==> src/hw/rtl/i2c_mbc_pkg.sv <==
// Shared types and constants of the I2C master byte controller.
package i2c_mbc_pkg;

  localparam int unsigned CfgIdxW  = 2;
  localparam int unsigned CfgDataW = 10;
  localparam int unsigned ByteW    = 8;
  localparam int unsigned TimeoutW = 10;
  localparam int unsigned BitIdxW  = 4;

  localparam logic [BitIdxW-1:0] BitsPerByte  = 4'd8;
  localparam logic [ByteW-1:0]   TickSat      = 8'hFF;
  localparam logic [ByteW-1:0]   SetupReset   = 8'd4;
  localparam logic [ByteW-1:0]   HalfBitReset = 8'd2;
  localparam logic [TimeoutW-1:0] TimeoutReset = 10'd250;

  // Register indexes of the configuration port
  typedef enum logic [CfgIdxW-1:0] {
    CFG_SETUP_TICKS    = 2'd0,
    CFG_HALF_BIT_TICKS = 2'd1,
    CFG_ACK_TIMEOUT    = 2'd2
  } cfg_idx_e;

  // Command codes
  typedef enum logic [2:0] {
    OP_START    = 3'd0,
    OP_STOP     = 3'd1,
    OP_WRITE    = 3'd2,
    OP_WAIT_ACK = 3'd3,
    OP_READ     = 3'd4
  } op_e;

  // Bus phases
  typedef enum logic [3:0] {
    PH_IDLE  = 4'd0,
    PH_ST_A  = 4'd1,
    PH_ST_B  = 4'd2,
    PH_SP_A  = 4'd3,
    PH_SP_B  = 4'd4,
    PH_SP_C  = 4'd5,
    PH_WR_LO = 4'd6,
    PH_WR_HI = 4'd7,
    PH_WR_TL = 4'd8,
    PH_WA_LO = 4'd9,
    PH_WA_HI = 4'd10,
    PH_RD_LO = 4'd11,
    PH_RD_HI = 4'd12,
    PH_AK_LO = 4'd13,
    PH_AK_HI = 4'd14
  } phase_e;

  // One result transaction
  typedef struct packed {
    logic             scl_level;
    logic             sda_level;
    logic             sda_enable;
    logic             busy_res;
    logic             done_res;
    logic [ByteW-1:0] rx_byte;
    logic             ack_error;
  } res_t;

endpackage

==> src/hw/rtl/i2c_master_byte_controller.sv <==
// Top level of the I2C master byte controller: bus sequencer and result buffer.
//
// Each input transaction is one timing tick, taken one per clock cycle while
// input stall is low. A tick is worked through in the cycle it is accepted: the
// phase sequencer state is updated and the result is registered into the output
// entry of a two-entry buffer, or its skid entry if that is held. Input stall
// rises only when both entries hold results not yet taken downstream. Phase
// lengths come from setup_ticks, half_bit_ticks and ack_timeout, set via the
// always-ready cfg port; the user must write them only while idle, unenforced.
module i2c_master_byte_controller (
  input  logic                              clk_i,
  input  logic                              rst_ni,
  // tick input channel
  input  logic                              in_valid_i,
  output logic                              in_stall_o,
  input  logic                              cmd_valid_i,
  input  logic [2:0]                        op_i,
  input  logic [i2c_mbc_pkg::ByteW-1:0]     tx_byte_i,
  input  logic                              send_ack_i,
  input  logic                              sda_in_i,
  // result channel
  output logic                              out_valid_o,
  input  logic                              out_stall_i,
  output logic                              scl_level_o,
  output logic                              sda_level_o,
  output logic                              sda_enable_o,
  output logic                              busy_res_o,
  output logic                              done_res_o,
  output logic [i2c_mbc_pkg::ByteW-1:0]     rx_byte_o,
  output logic                              ack_error_o,
  // configuration write channel
  input  logic                              cfg_valid_i,
  output logic                              cfg_ready_o,
  input  logic [i2c_mbc_pkg::CfgIdxW-1:0]   cfg_index_i,
  input  logic [i2c_mbc_pkg::CfgDataW-1:0]  cfg_data_i
);
  import i2c_mbc_pkg::*;

  // configuration registers
  logic [ByteW-1:0]    setup_q, half_q;
  logic [TimeoutW-1:0] tmo_q;

  // sequencer state
  phase_e              phase_q, phase_d;
  logic [ByteW-1:0]    tick_q, tick_d;
  logic [BitIdxW-1:0]  bit_q, bit_d;
  logic [ByteW-1:0]    shift_q, shift_d;
  logic [TimeoutW-1:0] wait_q, wait_d;
  logic                ack_q, ack_d;
  logic                err_q, err_d;
  logic [ByteW-1:0]    rx_q, rx_d;
  logic                scl_q, scl_d;
  logic                sda_q, sda_d;
  logic                oe_q, oe_d;
  logic                done_d;

  // tick timing helpers
  logic [ByteW-1:0]    tick_inc;
  logic [ByteW-1:0]    setup_len, half_len;
  logic                exp_setup, exp_half;
  logic [BitIdxW-1:0]  bit_inc;

  // output buffer
  res_t                res_d, out_q, skid_q;
  logic                out_valid_q, skid_valid_q;
  logic                in_acc, out_take;

  assign in_acc     = in_valid_i & ~skid_valid_q;
  assign in_stall_o = skid_valid_q;
  assign out_take   = out_valid_q & ~out_stall_i;

  // Accept configuration writes in any cycle
  assign cfg_ready_o = 1'b1;

  always_ff @(posedge clk_i or negedge rst_ni) begin
    if (!rst_ni) begin
      setup_q <= SetupReset;
      half_q  <= HalfBitReset;
      tmo_q   <= TimeoutReset;
    end else if (cfg_valid_i) begin
      case (cfg_index_i)
        CFG_SETUP_TICKS:    setup_q <= cfg_data_i[ByteW-1:0];
        CFG_HALF_BIT_TICKS: half_q  <= cfg_data_i[ByteW-1:0];
        CFG_ACK_TIMEOUT:    tmo_q   <= cfg_data_i;
        default: ;
      endcase
    end
  end

  // Count ticks within a phase, saturating; a zero length acts as one
  assign tick_inc  = (tick_q < TickSat) ? tick_q + 8'd1 : tick_q;
  assign setup_len = (setup_q == '0) ? 8'd1 : setup_q;
  assign half_len  = (half_q == '0) ? 8'd1 : half_q;
  assign exp_setup = tick_inc >= setup_len;
  assign exp_half  = tick_inc >= half_len;
  assign bit_inc   = bit_q + 4'd1;

  // Next phase, line levels and result for this tick
  always_comb begin
    phase_d = phase_q;
    tick_d  = tick_q;
    bit_d   = bit_q;
    shift_d = shift_q;
    wait_d  = wait_q;
    ack_d   = ack_q;
    err_d   = err_q;
    rx_d    = rx_q;
    scl_d   = scl_q;
    sda_d   = sda_q;
    oe_d    = oe_q;
    done_d  = 1'b0;

    case (phase_q)
      PH_IDLE: begin
        if (cmd_valid_i) begin
          case (op_i)
            OP_START: begin
              phase_d = PH_ST_A; scl_d = 1'b1; sda_d = 1'b1; oe_d = 1'b1; tick_d = '0;
            end
            OP_STOP: begin
              phase_d = PH_SP_A; scl_d = 1'b0; sda_d = 1'b0; oe_d = 1'b1; tick_d = '0;
            end
            OP_WRITE: begin
              shift_d = tx_byte_i;
              bit_d   = '0;
              phase_d = PH_WR_LO; scl_d = 1'b0; sda_d = tx_byte_i[ByteW-1];
              oe_d    = 1'b1; tick_d = '0;
            end
            OP_WAIT_ACK: begin
              phase_d = PH_WA_LO; scl_d = 1'b0; sda_d = 1'b1; oe_d = 1'b0; tick_d = '0;
            end
            OP_READ: begin
              ack_d   = send_ack_i;
              shift_d = '0;
              bit_d   = '0;
              phase_d = PH_RD_LO; scl_d = 1'b0; sda_d = 1'b1; oe_d = 1'b0; tick_d = '0;
            end
            default: ;
          endcase
        end
      end
      PH_ST_A: begin
        tick_d = tick_inc;
        if (exp_setup) begin
          phase_d = PH_ST_B; scl_d = 1'b1; sda_d = 1'b0; oe_d = 1'b1; tick_d = '0;
        end
      end
      PH_ST_B: begin
        tick_d = tick_inc;
        if (exp_setup) begin
          scl_d = 1'b0; phase_d = PH_IDLE; tick_d = '0; done_d = 1'b1;
        end
      end
      PH_SP_A: begin
        tick_d = tick_inc;
        if (exp_setup) begin
          phase_d = PH_SP_B; scl_d = 1'b1; sda_d = 1'b0; oe_d = 1'b1; tick_d = '0;
        end
      end
      PH_SP_B: begin
        tick_d = tick_inc;
        if (exp_setup) begin
          phase_d = PH_SP_C; scl_d = 1'b1; sda_d = 1'b1; oe_d = 1'b1; tick_d = '0;
        end
      end
      PH_SP_C: begin
        tick_d = tick_inc;
        if (exp_setup) begin
          phase_d = PH_IDLE; tick_d = '0; done_d = 1'b1;
        end
      end
      PH_WR_LO: begin
        tick_d = tick_inc;
        if (exp_half) begin
          phase_d = PH_WR_HI; scl_d = 1'b1; oe_d = 1'b1; tick_d = '0;
        end
      end
      PH_WR_HI: begin
        tick_d = tick_inc;
        if (exp_half) begin
          phase_d = PH_WR_TL; scl_d = 1'b0; oe_d = 1'b1; tick_d = '0;
        end
      end
      PH_WR_TL: begin
        tick_d = tick_inc;
        if (exp_half) begin
          bit_d   = bit_inc;
          shift_d = {shift_q[ByteW-2:0], 1'b0};
          tick_d  = '0;
          if (bit_inc < BitsPerByte) begin
            phase_d = PH_WR_LO; scl_d = 1'b0; sda_d = shift_q[ByteW-2]; oe_d = 1'b1;
          end else begin
            phase_d = PH_IDLE; done_d = 1'b1;
          end
        end
      end
      PH_WA_LO: begin
        tick_d = tick_inc;
        if (exp_half) begin
          wait_d  = '0;
          phase_d = PH_WA_HI; scl_d = 1'b1; sda_d = 1'b1; oe_d = 1'b0; tick_d = '0;
        end
      end
      PH_WA_HI: begin
        if (!sda_in_i) begin
          err_d = 1'b0; scl_d = 1'b0;
          phase_d = PH_IDLE; tick_d = '0; done_d = 1'b1;
        end else if (wait_q >= tmo_q) begin
          // timed out: flag and release the bus with a stop
          err_d   = 1'b1;
          phase_d = PH_SP_A; scl_d = 1'b0; sda_d = 1'b0; oe_d = 1'b1; tick_d = '0;
        end else begin
          wait_d = wait_q + 10'd1;
        end
      end
      PH_RD_LO: begin
        tick_d = tick_inc;
        if (exp_half) begin
          phase_d = PH_RD_HI; scl_d = 1'b1; sda_d = 1'b1; oe_d = 1'b0; tick_d = '0;
        end
      end
      PH_RD_HI: begin
        tick_d = tick_inc;
        if (exp_half) begin
          shift_d = {shift_q[ByteW-2:0], sda_in_i};
          bit_d   = bit_inc;
          tick_d  = '0;
          if (bit_inc < BitsPerByte) begin
            phase_d = PH_RD_LO; scl_d = 1'b0; sda_d = 1'b1; oe_d = 1'b0;
          end else begin
            phase_d = PH_AK_LO; scl_d = 1'b0; sda_d = ~ack_q; oe_d = 1'b1;
          end
        end
      end
      PH_AK_LO: begin
        tick_d = tick_inc;
        if (exp_half) begin
          phase_d = PH_AK_HI; scl_d = 1'b1; oe_d = 1'b1; tick_d = '0;
        end
      end
      PH_AK_HI: begin
        tick_d = tick_inc;
        if (exp_half) begin
          scl_d = 1'b0; rx_d = shift_q;
          phase_d = PH_IDLE; tick_d = '0; done_d = 1'b1;
        end
      end
      default: begin
        phase_d = PH_IDLE;
        tick_d  = '0;
      end
    endcase

    res_d.scl_level  = scl_d;
    res_d.sda_level  = sda_d;
    res_d.sda_enable = oe_d;
    res_d.busy_res   = (phase_d != PH_IDLE);
    res_d.done_res   = done_d;
    res_d.rx_byte    = rx_d;
    res_d.ack_error  = err_d;
  end

  // Advance the sequencer on each accepted tick
  always_ff @(posedge clk_i or negedge rst_ni) begin
    if (!rst_ni) begin
      phase_q <= PH_IDLE;
      tick_q  <= '0;
      bit_q   <= '0;
      shift_q <= '0;
      wait_q  <= '0;
      ack_q   <= 1'b0;
      err_q   <= 1'b0;
      rx_q    <= '0;
      scl_q   <= 1'b1;
      sda_q   <= 1'b1;
      oe_q    <= 1'b1;
    end else if (in_acc) begin
      phase_q <= phase_d;
      tick_q  <= tick_d;
      bit_q   <= bit_d;
      shift_q <= shift_d;
      wait_q  <= wait_d;
      ack_q   <= ack_d;
      err_q   <= err_d;
      rx_q    <= rx_d;
      scl_q   <= scl_d;
      sda_q   <= sda_d;
      oe_q    <= oe_d;
    end
  end

  // Output buffer control: skid entry drains into the output entry first
  always_ff @(posedge clk_i or negedge rst_ni) begin
    if (!rst_ni) begin
      out_valid_q  <= 1'b0;
      skid_valid_q <= 1'b0;
    end else if (out_take || !out_valid_q) begin
      if (skid_valid_q) begin
        out_valid_q  <= 1'b1;
        skid_valid_q <= 1'b0;
      end else begin
        out_valid_q <= in_acc;
      end
    end else if (in_acc) begin
      skid_valid_q <= 1'b1;
    end
  end

  // Output buffer payload
  always_ff @(posedge clk_i) begin
    if (out_take || !out_valid_q) begin
      if (skid_valid_q) begin
        out_q <= skid_q;
      end else if (in_acc) begin
        out_q <= res_d;
      end
    end else if (in_acc) begin
      skid_q <= res_d;
    end
  end

  assign out_valid_o  = out_valid_q;
  assign scl_level_o  = out_q.scl_level;
  assign sda_level_o  = out_q.sda_level;
  assign sda_enable_o = out_q.sda_enable;
  assign busy_res_o   = out_q.busy_res;
  assign done_res_o   = out_q.done_res;
  assign rx_byte_o    = out_q.rx_byte;
  assign ack_error_o  = out_q.ack_error;

endmodule

==> config.mk <==
export PLATFORM = sky130hd
export DESIGN_NAME = i2c_master_byte_controller
export DESIGN_NICKNAME = d
export VERILOG_FILES = /design/src/hw/rtl/i2c_mbc_pkg.sv /design/src/hw/rtl/i2c_master_byte_controller.sv
export SDC_FILE = /design/constraint.sdc
export NUM_CORES = 1
export LEC_CHECK = 0
export ABC_CLOCK_PERIOD_IN_PS = 5450
export CAP_MARGIN = 40
export CORE_AREA = 5 5 115 117
export CTS_CLUSTER_DIAMETER = 50
export DETAILED_ROUTE_END_ITERATION = 6
export DIE_AREA = 0 0 120 122
export DONT_BUFFER_PORTS = 1
export PLACE_DENSITY = 0.76
export SYNTH_ARGS = -nofsm -noshare
export SYNTH_HDL_FRONTEND = slang
export SYNTH_SLANG_ARGS = --single-unit
==> constraint.sdc <==
create_clock -name clk_i -period 5.45 [get_ports clk_i]
set_input_delay 0 -clock clk_i [delete_from_list [all_inputs] [get_ports clk_i]]
set_output_delay 0 -clock clk_i [all_outputs]
set_load 0.1 [all_outputs]
==> metrics.md <==
| Metric | Value |
|---|---|
| Layout Skew | 0.0105 ns |
| Area of the multi-input gates | 3230 um^2 |
| M1 GR Usage | 29.2% |
| Number of global-route vias before repair | 5090 |
| WP data required | 5.69 ns |
| RePlAce Congestion | 1.00 |
| Area growth from synthesis to layout | 12.8% |
| YS warnings | 0 |
| Hold Crit Depth | 4 |
| Fmax | 0.197 GHz |
| Pre-Repair DR Iteration Count | 5 |
| Vias per cell | 6.20 |
| Final worst slack | 0.376 ns |
| Asr flop ratio synth | 72.8% |
| Drt drc | 0 |
| First-pass GRT wire length | 25.6 mm |
| Fin nets | 729 |
| Mapped Avg Cell Area | 9.53 um^2 |
| Max-slew violations | 0 |
| Min-delay worst type | in -> reg |
| HPWL after DPL | 10.9 mm |
| Top-Level Pins | 48 |
| R2R setup slack | 0.38 ns |
| Max FO, Critical Path | 21 |
| H-tree depth | 3 |
| Hold Path Origin | cfg_index_i[1] |
| Cell Count, Final, Fillers Out | 828 |
| WL final | 15.2 mm |
| Worst-path clk slew | 0.07 ns |
| CTS Sinks | 103 |
| GRT Util Overall | 21.6% |
| Die area | 14600 um^2 |
| Core outline area | 12300 um^2 |
| GR Util met3 | 4.64% |
| Max-Cap Viols | 0 |
| Crit. Startpoint | tick_q[0] |
| Register area | 2730 um^2 |
| Initial antenna violation count | 0 |
| Clk buf depth | 2 |
| Worst slew pin tran | 0.908 ns |
| Detail Route Antenna Nets | 0 |
| Initial DRC count | 511 |
| Worst r2r src | tick_q[0] |
| # setup viols final | 0 |
| Tcrit/Tclk final | 93.1% |
| Setup TNS | 0 ns |
| GR met2 Demand/Resource | 34.6% |
| GRT busiest layer | met2 |
| Final Power | 3.10 mW |
| Final hold vios | 0 |
| Commonest non-fill, non-tap cell in the layout | nand2_1 |
| Status | finished clean |
| Arrival time worst endpoint | 5.32 ns |
| Ys flop type | dfrtp_1 |
| WL per Instance | 18.3 um |
| CTS tree | built |
| Fill count | 1011 |
| DP Cell Count | 785 |
| Num CTS Buffers | 9 |
| Cell Rows | 41 |
| Post-synthesis register bit count | 103 |
| Worst slew margin | 38.9% |
| Skew-Pair Late Insertion Delay | 0.36 ns |
| Layout cell share with drive strength beyond 1 | 14.2% |
| Largest net degree at the start of global routing | 76 |
| Port bufs | 0 |
| Synth unique cells | 72 |
| Synth top area share | 25.8% |
| Crit Path Category | reg -> reg |
| Initial core utilization | 50.7% |
| Highest-count cells in the layout ignoring fill and taps | 97 x nand2_1, 64 x dfrtp_1, 44 x o21ai_0, 42 x mux2_2, 40 x nor2_1 |
| Reg2reg end | shift_q[0] |
| Critical Path Start Type | flop |
| Grt ovf | 0 |
| Synth area leaders | dfrtp_1 26%, edfxtp_1 14%, mux2_2 7.6% |
| Die X-Extent | 120 um |
| Antenna diode count | 0 |
| Minimum clock period | 5.07 ns |
| RSZ-0062 raised after global routing | false |
| Die H | 122 um |
| Hold Path Sink | setup_q[2] |
| Mapped Area | 6220 um^2 |
| Leakage power | 2.98 nW |
| Cells on worst reg2reg path | 15 |
| Yosys top cell by area | dfrtp_1 |
| Vias post-DR | 5136 |
| Worst ir drop on vdd | 0.260 mV |
| Seq/Total Area, Yosys | 43.9% |
| Pre-CTS setup slack | 0.706 ns |
| Number of flops mapped to enable cells by yosys | 28 |
| Cells after Synth | 652 |
| Clock root buffer | clkbuf_16 |
| Syn_nets | 708 |
| Worst setup EP type | flop |
| Total power divided by cell area | 443 nW/um^2 |
==> worst max-delay path: stages, from the launching register on <==
cell and delay (ns):
dfrtp_1 0.44, ha_1 0.31, nand2_1 0.19, nor2_2 0.11
nor2_1 0.22, nand3_1 0.13, xnor2_1 0.31, ha_1 0.32
a211o_1 0.30, a2111oi_0 0.55, a311o_1 0.38, o31a_1 0.38
buf_4 0.23, a21o_2 0.33, o221ai_1 0.19, dlygate4sd3_1 0.58
==> power breakdown <==
part	internal, mW	switching, mW	total, mW
clock network	0.371	0.314	0.685
registers	0.967	0.257	1.22
logic	0.454	0.739	1.19
==> layout make-up <==
cell class / instances / area share [%]
Tap cell: 150 / 2.68
Clock buffer: 9 / 3.21
Sequential cell: 103 / 39.0
Timing Repair Buffer: 40 / 6.05
Multi-Input combinational cell: 489 / 46.1
Clock inverter: 7 / 1.36
Inverter: 30 / 1.61
==> cells in the mapped netlist, drive strengths merged, types with 3 or more instances <==
| cell | number |
|---|---|
| nand2 | 97 |
| dfrtp | 64 |
| o21ai | 47 |
| mux2 | 42 |
| nor2 | 41 |
| a21oi | 30 |
| inv | 29 |
| edfxtp | 28 |
| ha | 25 |
| nand3 | 22 |
| clkbuf | 19 |
| nand2b | 13 |
| a22oi | 11 |
| buf | 11 |
| dfstp | 11 |
| nor3 | 11 |
| xor2 | 11 |
| and3 | 10 |
| nand4 | 8 |
| o211ai | 8 |
| a211oi | 7 |
| a21o | 7 |
| a31oi | 6 |
| nor2b | 6 |
| o21a | 6 |
| o31ai | 6 |
| or3 | 6 |
| a311oi | 5 |
| a22o | 4 |
| a32oi | 4 |
| and2 | 4 |
| nor4 | 4 |
| a2111oi | 3 |
| a211o | 3 |
| nand3b | 3 |
| o2111ai | 3 |
| xnor2 | 3 |
==> sequential cells by signal, indices dropped and copies added, names as in the netlist, 4 cells and up <==
register   cells
shift_q        8
half_q         8
tick_q         8
skid_q        14
rx_byte_o      8
phase_q        4
setup_q        8
wait_q        10
tmo_q         10
bit_q          4
rx_q           8
==> timing repair <==
item | CTS | global route
hold buffers | 27 | 0
setup buffers | 0 | 0
gates resized for setup | 0 | 2
endpoints found under the hold margin | 113 | 0
endpoints found under the setup margin | 0 | 1
==> how the worst max path moves through the flow <==
stage / end / slack [ns] / cells past startpoint
global placement: skid_q[10] / 0.99 / 15
floorplan: skid_q[10] / 1.28 / 15
finish: shift_q[0] / 0.38 / 15
CTS: shift_q[0] / 0.27 / 15
detailed placement: skid_q[10] / 0.71 / 15
global route: shift_q[0] / 0.13 / 15
==> cells by family after synthesis <==
logic type      after synthesis  share of synthesized area (%)
simple gates                233                           17.7
compound gates              174                           19.5
flops                       103                           43.9
buf+inv                      60                           4.11
mux                          42                           7.61
fa+ha+maj                    25                           5.03
xor+xnor                     14                           1.97
other cells                   1                         0.0603
==> routing by layer <==
| metal | part of all wire [%] | vias to the layer above |
|---|---|---|
| met5 | 0 | - |
| met4 | 2.2 | 0 |
| met3 | 8.2 | 33 |
| met2 | 46 | 213 |
| met1 | 43 | 2444 |
| li1 | - | 2446 |
==> stage by stage <==
step	hold WS [ns]	utilization, %	area [um^2]
finish	0.0255	57.2	7010
global route	0.0383	57.2	7010
CTS	0.0119	57.1	7010
detailed placement	-0.291	52.2	6400
global placement	-0.291	51.6	6320
floorplan	-0.296	-	6220
Note: power is estimated with default switching activity, not from simulation.
